`src/sqmm_pkg.sv`:
```
// Shared types and constants for the square matrix multiplier.
`timescale 1ns / 1ps
`default_nettype none
package sqmm_pkg;

  localparam int IDX_W  = 3;
  localparam int VAL_W  = 16;
  localparam int PROD_W = 40;

  typedef struct packed {
    logic                    kind;
    logic [IDX_W-1:0]        row_index;
    logic [IDX_W-1:0]        col_index;
    logic signed [VAL_W-1:0] value;
    logic                    start_req;
  } request_t;

  typedef struct packed {
    logic [IDX_W-1:0]         out_row;
    logic [IDX_W-1:0]         out_col;
    logic signed [PROD_W-1:0] product;
    logic                     last;
  } result_t;

  // Commands from the controller to the datapath.
  typedef struct packed {
    logic             load;
    logic             issue;
    logic             first;
    logic             final_k;
    logic [IDX_W-1:0] row;
    logic [IDX_W-1:0] col;
    logic [IDX_W-1:0] k;
  } cmd_t;

  // Status from the datapath to the controller.
  typedef struct packed {
    logic pipe_active;
  } status_t;

endpackage
`default_nettype wire

```
`src/sqmm_ram.sv`:
```
// Generic single write port, single read port RAM with registered read data.
`timescale 1ns / 1ps
`default_nettype none
module sqmm_ram #(
  parameter int WIDTH = 16,
  parameter int DEPTH = 64
) (
  input  wire logic                     clk,
  input  wire logic                     we,
  input  wire logic [$clog2(DEPTH)-1:0] waddr,
  input  wire logic [WIDTH-1:0]         wdata,
  input  wire logic [$clog2(DEPTH)-1:0] raddr,
  output logic      [WIDTH-1:0]         rdata
);

  logic [WIDTH-1:0] mem [DEPTH];

  always_ff @(posedge clk) begin
    if (we) begin
      mem[waddr] <= wdata;
    end
    rdata <= mem[raddr];
  end

endmodule
`default_nettype wire

```
`src/sqmm_ctrl.sv`:
```
// Controller: request acceptance and the row, column and inner-index sequencer.
`timescale 1ns / 1ps
`default_nettype none
module sqmm_ctrl #(
  parameter int DIM = 8
) (
  input  wire logic               clk,
  input  wire logic               rst,
  input  wire logic               start,
  input  wire logic               start_req,
  input  wire sqmm_pkg::status_t  status,
  output logic                    busy,
  output sqmm_pkg::cmd_t          cmd
);
  import sqmm_pkg::*;

  localparam int LOG = $clog2(DIM);
  localparam logic [LOG-1:0] MAX_IDX = LOG'(DIM - 1);

  localparam logic [1:0] ST_IDLE  = 2'd0;
  localparam logic [1:0] ST_RUN   = 2'd1;
  localparam logic [1:0] ST_DRAIN = 2'd2;

  logic [1:0]     state, state_next;
  logic [LOG-1:0] r, r_next;
  logic [LOG-1:0] c, c_next;
  logic [LOG-1:0] k, k_next;
  logic           accept;

  assign busy   = (state != ST_IDLE);
  assign accept = start && !busy;

  always_comb begin
    state_next = state;
    r_next     = r;
    c_next     = c;
    k_next     = k;
    case (state)
      ST_IDLE: begin
        if (accept && start_req) begin
          state_next = ST_RUN;
          r_next     = '0;
          c_next     = '0;
          k_next     = '0;
        end
      end
      ST_RUN: begin
        k_next = k + 1'b1;
        if (k == MAX_IDX) begin
          k_next = '0;
          c_next = c + 1'b1;
          if (c == MAX_IDX) begin
            c_next = '0;
            r_next = r + 1'b1;
            if (r == MAX_IDX) begin
              state_next = ST_DRAIN;
            end
          end
        end
      end
      ST_DRAIN: begin
        if (!status.pipe_active) begin
          state_next = ST_IDLE;
        end
      end
      default: state_next = ST_IDLE;
    endcase
  end

  always_ff @(posedge clk) begin
    if (rst) begin
      state <= ST_IDLE;
      r     <= '0;
      c     <= '0;
      k     <= '0;
    end else begin
      state <= state_next;
      r     <= r_next;
      c     <= c_next;
      k     <= k_next;
    end
  end

  always_comb begin
    cmd.load    = accept;
    cmd.issue   = (state == ST_RUN);
    cmd.first   = (k == '0);
    cmd.final_k = (k == MAX_IDX);
    cmd.row     = IDX_W'(r);
    cmd.col     = IDX_W'(c);
    cmd.k       = IDX_W'(k);
  end

endmodule
`default_nettype wire

```
`src/sqmm_datapath.sv`:
```
// Datapath: matrix stores, multiplier stage, accumulator and result register.
`timescale 1ns / 1ps
`default_nettype none
module sqmm_datapath #(
  parameter int DIM = 8
) (
  input  wire logic               clk,
  input  wire logic               rst,
  input  wire sqmm_pkg::request_t request,
  input  wire sqmm_pkg::cmd_t     cmd,
  output sqmm_pkg::status_t       status,
  output logic                    strobe,
  output sqmm_pkg::result_t       result
);
  import sqmm_pkg::*;

  localparam int LOG   = $clog2(DIM);
  localparam int AW    = 2 * LOG;
  localparam int MUL_W = 2 * VAL_W;
  localparam int ACC_W = MUL_W + LOG;
  localparam logic [LOG-1:0] MAX_IDX = LOG'(DIM - 1);

  logic           in_range;
  logic           we_a, we_b;
  logic [AW-1:0]  waddr, raddr_a, raddr_b;
  logic [VAL_W-1:0] rdata_a, rdata_b;

  // Pipeline tags: stage 1 lines up with the read data, stage 2 with the product.
  logic           v1, first1, fin1;
  logic [LOG-1:0] r1, c1;
  logic           v2, first2, fin2;
  logic [LOG-1:0] r2, c2;
  logic signed [MUL_W-1:0] prod2;
  logic signed [ACC_W-1:0] acc, acc_next;

  assign in_range = ({1'b0, request.row_index} < (IDX_W + 1)'(DIM))
                 && ({1'b0, request.col_index} < (IDX_W + 1)'(DIM));
  assign we_a    = cmd.load && in_range && !request.kind;
  assign we_b    = cmd.load && in_range &&  request.kind;
  assign waddr   = {request.row_index[LOG-1:0], request.col_index[LOG-1:0]};
  assign raddr_a = {cmd.row[LOG-1:0], cmd.k[LOG-1:0]};
  assign raddr_b = {cmd.k[LOG-1:0], cmd.col[LOG-1:0]};

  sqmm_ram #(.WIDTH(VAL_W), .DEPTH(DIM * DIM)) u_ram_a (
    .clk   (clk),
    .we    (we_a),
    .waddr (waddr),
    .wdata (request.value),
    .raddr (raddr_a),
    .rdata (rdata_a)
  );

  sqmm_ram #(.WIDTH(VAL_W), .DEPTH(DIM * DIM)) u_ram_b (
    .clk   (clk),
    .we    (we_b),
    .waddr (waddr),
    .wdata (request.value),
    .raddr (raddr_b),
    .rdata (rdata_b)
  );

  always_ff @(posedge clk) begin
    if (rst) begin
      v1     <= 1'b0;
      v2     <= 1'b0;
      strobe <= 1'b0;
    end else begin
      v1     <= cmd.issue;
      v2     <= v1;
      strobe <= v2 && fin2;
    end
  end

  always_ff @(posedge clk) begin
    first1 <= cmd.first;
    fin1   <= cmd.final_k;
    r1     <= cmd.row[LOG-1:0];
    c1     <= cmd.col[LOG-1:0];
    first2 <= first1;
    fin2   <= fin1;
    r2     <= r1;
    c2     <= c1;
    prod2  <= $signed(rdata_a) * $signed(rdata_b);
  end

  always_comb begin
    if (first2) begin
      acc_next = ACC_W'(prod2);
    end else begin
      acc_next = acc + ACC_W'(prod2);
    end
  end

  always_ff @(posedge clk) begin
    if (v2) begin
      acc <= acc_next;
    end
    if (v2 && fin2) begin
      result.out_row <= IDX_W'(r2);
      result.out_col <= IDX_W'(c2);
      result.product <= PROD_W'(acc_next);
      result.last    <= (r2 == MAX_IDX) && (c2 == MAX_IDX);
    end
  end

  assign status.pipe_active = v1 || v2;

endmodule
`default_nettype wire

```
`src/square_matrix_multiply.sv`:
```
// Top level of the square matrix multiplier: controller, datapath and checks.
//
// Usage: each request written with start high while busy is low is accepted
// and stores one Q8.8 element of A (kind 0) or B (kind 1) at its row and
// column; an element outside the matrix is dropped. A load alone leaves busy
// low, so loads may follow in every cycle.
// A request with start_req set also starts the product once its element is
// stored. busy then rises and stays high while the product runs, at one
// multiply-accumulate per cycle, paced by the single read port of each matrix
// memory, and while the read, multiply and accumulate registers drain.
// The results C[r][c] follow in row-major order on result, each marked by
// strobe for exactly one cycle; last marks C[DIM-1][DIM-1].
// The receiver cannot stall: every strobed result must be taken at once.
// Reset clears the controller and the strobe; the matrix memories keep no
// reset value and every entry must be written before a product reads it.
`timescale 1ns / 1ps
`default_nettype none
module square_matrix_multiply #(
  parameter int DIM = 8
) (
  input  wire logic               clk,
  input  wire logic               rst,
  input  wire logic               start,
  input  wire sqmm_pkg::request_t request,
  output logic                    busy,
  output logic                    strobe,
  output sqmm_pkg::result_t       result
);
  import sqmm_pkg::*;

  cmd_t    cmd;
  status_t status;

  sqmm_ctrl #(.DIM(DIM)) u_ctrl (
    .clk       (clk),
    .rst       (rst),
    .start     (start),
    .start_req (request.start_req),
    .status    (status),
    .busy      (busy),
    .cmd       (cmd)
  );

  sqmm_datapath #(.DIM(DIM)) u_datapath (
    .clk     (clk),
    .rst     (rst),
    .request (request),
    .cmd     (cmd),
    .status  (status),
    .strobe  (strobe),
    .result  (result)
  );

  // A result is only ever delivered while a product is in progress.
  assert property (@(posedge clk) disable iff (rst) strobe |-> busy)
    else $error("result strobed while idle");

  // The final element ends the product run.
  assert property (@(posedge clk) disable iff (rst) (strobe && result.last) |=> !busy)
    else $error("still busy after the final element");

  // A plain load never makes the block busy.
  assert property (@(posedge clk) disable iff (rst)
    (start && !busy && !request.start_req) |=> !busy)
    else $error("busy after a load without a start request");

  // The multiply-accumulate pipeline runs only while busy.
  assert property (@(posedge clk) disable iff (rst) status.pipe_active |-> busy)
    else $error("pipeline active while idle");

endmodule
`default_nettype wire
```
`config.mk`:
```
export PLATFORM = sky130hd
export DESIGN_NAME = square_matrix_multiply
export DESIGN_NICKNAME = d
export VERILOG_FILES = /design/src/sqmm_pkg.sv /design/src/sqmm_ram.sv /design/src/sqmm_ctrl.sv /design/src/sqmm_datapath.sv /design/src/square_matrix_multiply.sv
export SDC_FILE = /design/constraint.sdc
export NUM_CORES = 2
export LEC_CHECK = 0
export BUFFER_PORTS_ARGS = -buffer_cell sky130_fd_sc_hd__clkbuf_2
export CORE_MARGIN = 2
export CORE_UTILIZATION = 45
export CTS_BUF_LIST = sky130_fd_sc_hd__clkbuf_8
export DETAILED_ROUTE_END_ITERATION = 10
export HOLD_SLACK_MARGIN = 0.06
export PLACE_DENSITY = 0.61
export SLEW_MARGIN = 20
export SYNTH_ARGS = -nofsm -noshare
export SYNTH_HDL_FRONTEND = slang
export SYNTH_HIERARCHICAL = 1
export SYNTH_SLANG_ARGS = --single-unit
export TNS_END_PERCENT = 5
```
`constraint.sdc`:
```
create_clock -name clk -period 7.3 [get_ports clk]
set_input_delay 1.46 -clock clk [delete_from_list [all_inputs] [get_ports clk]]
set_output_delay 1.46 -clock clk [all_outputs]
set_load 0.01 [all_outputs]
```
==> flow_summary.yaml <==
synth:
  synth_compound_area_share_pct: 3.38
  synth_edf_count: 2125
  synth.avg_cell_area_um2: 18.3
  synthArstFlopShare_pct: 0
  synthMuxAreaShare_pct: 13.0
  ys_warn_count: 6
  synthAdderAreaFrac_pct: 7.09
  syn_area_um2: 96000
  synth_cells: 5243
  synthSimpleGateAreaFrac_pct: 4.57
  yosysUniqueCellTypes: 80
  synth_xor_area_share_pct: 0.566
  syn-num-nets: 5656
  synth-main-ff-cell: "edfxtp_1"
  synth_top_family_by_area: "multiplexers"
  ys_ff_latch: 2219
  yosysSeqAreaShare_pct: 68.4
detailed_routing:
  post-route-drc-count: 12
  wl_met2_um: 108000
  ant_nets: 0
  drt-total-wl_um: 229000
  via_per_inst: 5.65
  drt_pass1_iterations: 11
  routed.top_layer: "met5"
  routedWlPerCell_um: 26.3
  num_vias: 49100
  drt_iter0_drc: 4907
  wl_met3_um: 15900
  met1_length_um: 97800
setup_path:
  r2r-start: "u_datapath/u_ram_a/rdata[15]"
  worstSetupPathType: "reg -> reg"
  worstSetupStartpoint: "u_datapath/u_ram_a/rdata[15]"
  cp_max_fo: 16
  startpoint_type: "flop"
  arrival_ps: 7430
  critPathRequiredTime_ps: 8240
  cp-end-kind: "flop"
clock_network:
  htreeDepth: 5
  post-cts-setup-buffers: 0
  cts-resized-gates: 0
  cts_buffers: 369
  cts_hold_buf: 0
  clockBufferDepth: 4
  cts.sinks: 2219
  cts_tree: "yes"
  clk_pin_slew_ps: 60
  cts-root-buf: "clkbuf_8"
  clk_latency_ps: 1080
global_routing:
  track_usage_pct: 21.1
  grt_pass1_vias: 50200
  antenna_found_initial: 13
  grt_pass1_wl_um: 338000
  grt_max_degree: 133
  grt.overflow.total: 0
floorplan:
  num_rows: 169
  fp.dieW_um: 466
  initial_core_util_pct: 45.3
  coreArea_um2: 212000
  die_y_um: 466
  fp.dieArea_um2: 217000
  io_pins: 76
power:
  total_power_mw: 34.8
  p_per_area_nw_per_um2: 328
  p_leak_nw: 35.3
  ir_drop_v: 0.000496
cells_and_area:
  area_growth_pct: 10.6
  mostFrequentLayoutCells: "2125 x edfxtp_1, 440 x mux4_2, 433 x inv_1"
  finish.utilization_pct: 50.1
  drive_above_1_share_pct: 20.9
  layout_commonest_cell: "edfxtp_1"
  num-nets-final: 6005
  n_fill_cell: 17300
  final_cell_area_um2: 106000
sta:
  hold_ws_ps: 327
  clock_skew_ps: 69.6
  hold_viol_final: 0
  slew_violations: 0
  min_period_over_period_pct: 88.9
  fmax_mhz: 154
  setup_viol: 0
  rsz0062_at_grt: "false"
  period_needed_ps: 6490
  worstMarginPinSlew_ps: 1170
  maxSlewHeadroom_pct: 22.0
  tns_ps: 0
min_path:
  hp-class: "reg -> reg"
  min_from: "u_datapath/fin1"
placed_design:
  dp_hpwl_um: 140000
  io_buffers: 75
  gp_congestion: 0.885
  post_dp_cell_area_um2: 99700
job:
  drv_cap: 0
outcome:
  violations: "design-rule violations"
  outcome: "complete, but fails checks"
==> cell usage after synthesis, drive strengths merged, types with 12 or more instances <==
cell,n,area (um^2)
xor2,19,166
a221oi,34,315
nor2,191,727
nand2b,25,156
mux4,448,10100
xnor2,43,377
a22oi,80,601
a31oi,22,138
dfxtp,94,1880
a211oi,22,165
mux2i,173,1730
a221o,13,130
and2,131,820
nor3,13,65.1
nand2,291,1110
buf,167,1340
nor2b,72,450
a21o,25,188
mux2,56,631
and4,16,140
a211o,20,175
clkbuf,96,373
nand3,62,310
o21a,12,90.1
nand4,30,188
fa,263,5270
inv,297,1110
a22o,16,140
edfxtp,2125,63800
o21ai,64,324
ha,123,1540
a21oi,89,445
a311oi,17,149
==> layer usage <==
metal	track usage [%]	vias to the layer above
met3	4.22	338
li1	-	21100
met1	29.6	25900
met2	33.2	1770
met5	0	-
met4	7.12	4
==> registers in the layout, summed over array words and instances, names as in the netlist, 3 cells and up <==
name	flops
u_ctrl/c	3
u_datapath/result	42
u_datapath/c2	3
u_datapath/u_ram_a/mem	1024
u_datapath/r1	3
u_datapath/acc	35
u_ctrl/r	3
u_datapath/u_ram_b/rdata	16
u_datapath/c1	3
u_datapath/u_ram_a/rdata	16
u_datapath/r2	3
u_datapath/u_ram_b/mem	1024
u_datapath/prod2	32
u_ctrl/k	3
==> worst max-delay path, stage by stage, from the launching register on <==
cell and delay [ps]:
dfxtp_1 650, nand2_1 190, inv_1 160, fa_1 550, fa_1 570, fa_1 440
fa_1 510, fa_1 490, inv_1 50, fa_1 470, inv_1 40, ha_1 340
a21o_1 200, a21o_1 170, a21o_1 170, a21o_1 170, a211o_1 300, a22oi_1 210
o311ai_1 190, a21o_1 190, a21oi_1 170, xnor2_1 130
==> stage by stage <==
step,instances,setup WS (ps)
floorplan,5243,1280
global placement,8042,858
detailed placement,8042,820
CTS,8679,799
global route,8685,437
finish,8690,808
==> kinds of logic (layout without fill, tap and decap cells) <==
kind of cell             Yosys count  in the layout
AND/OR/NAND/NOR                  882            882
flip-flops                      2219           2219
adder cells (fa/ha/maj)          386            386
multiplexers                     677            677
XOR/XNOR                          62             62
buffers and inverters            560           1175
other                              0             11
AO/OA/AOI/OAI                    457            457
==> where the power goes <==
part	switching (mW)	internal, mW	total [mW]
clock	4.72	5.00	9.72
sequential	0.139	14.3	14.5
combinational	5.86	4.75	10.6
==> layout make-up <==
class	count	area [um^2]	area share, %
repair buffers	241	1770	1.67
clock inverters	247	1070	1.01
inverters	297	1110	1.05
multi-input cells	2464	27600	26.0
well taps	2821	3530	3.32
clock buffers	390	5370	5.06
flip-flops and latches	2219	65700	61.9
diodes	11	27.5	0.0259
==> path summary, 6_finish.rpt <==
path | end | slack (ps) | cells past startpoint
max | u_datapath/prod2[30] | 810 | 21
min | u_datapath/fin2 | 330 | 0
min reg2reg | u_datapath/fin2 | 330 | 0
max reg2reg | u_datapath/prod2[30] | 810 | 21
Note: power is estimated with default switching activity, not from simulation.
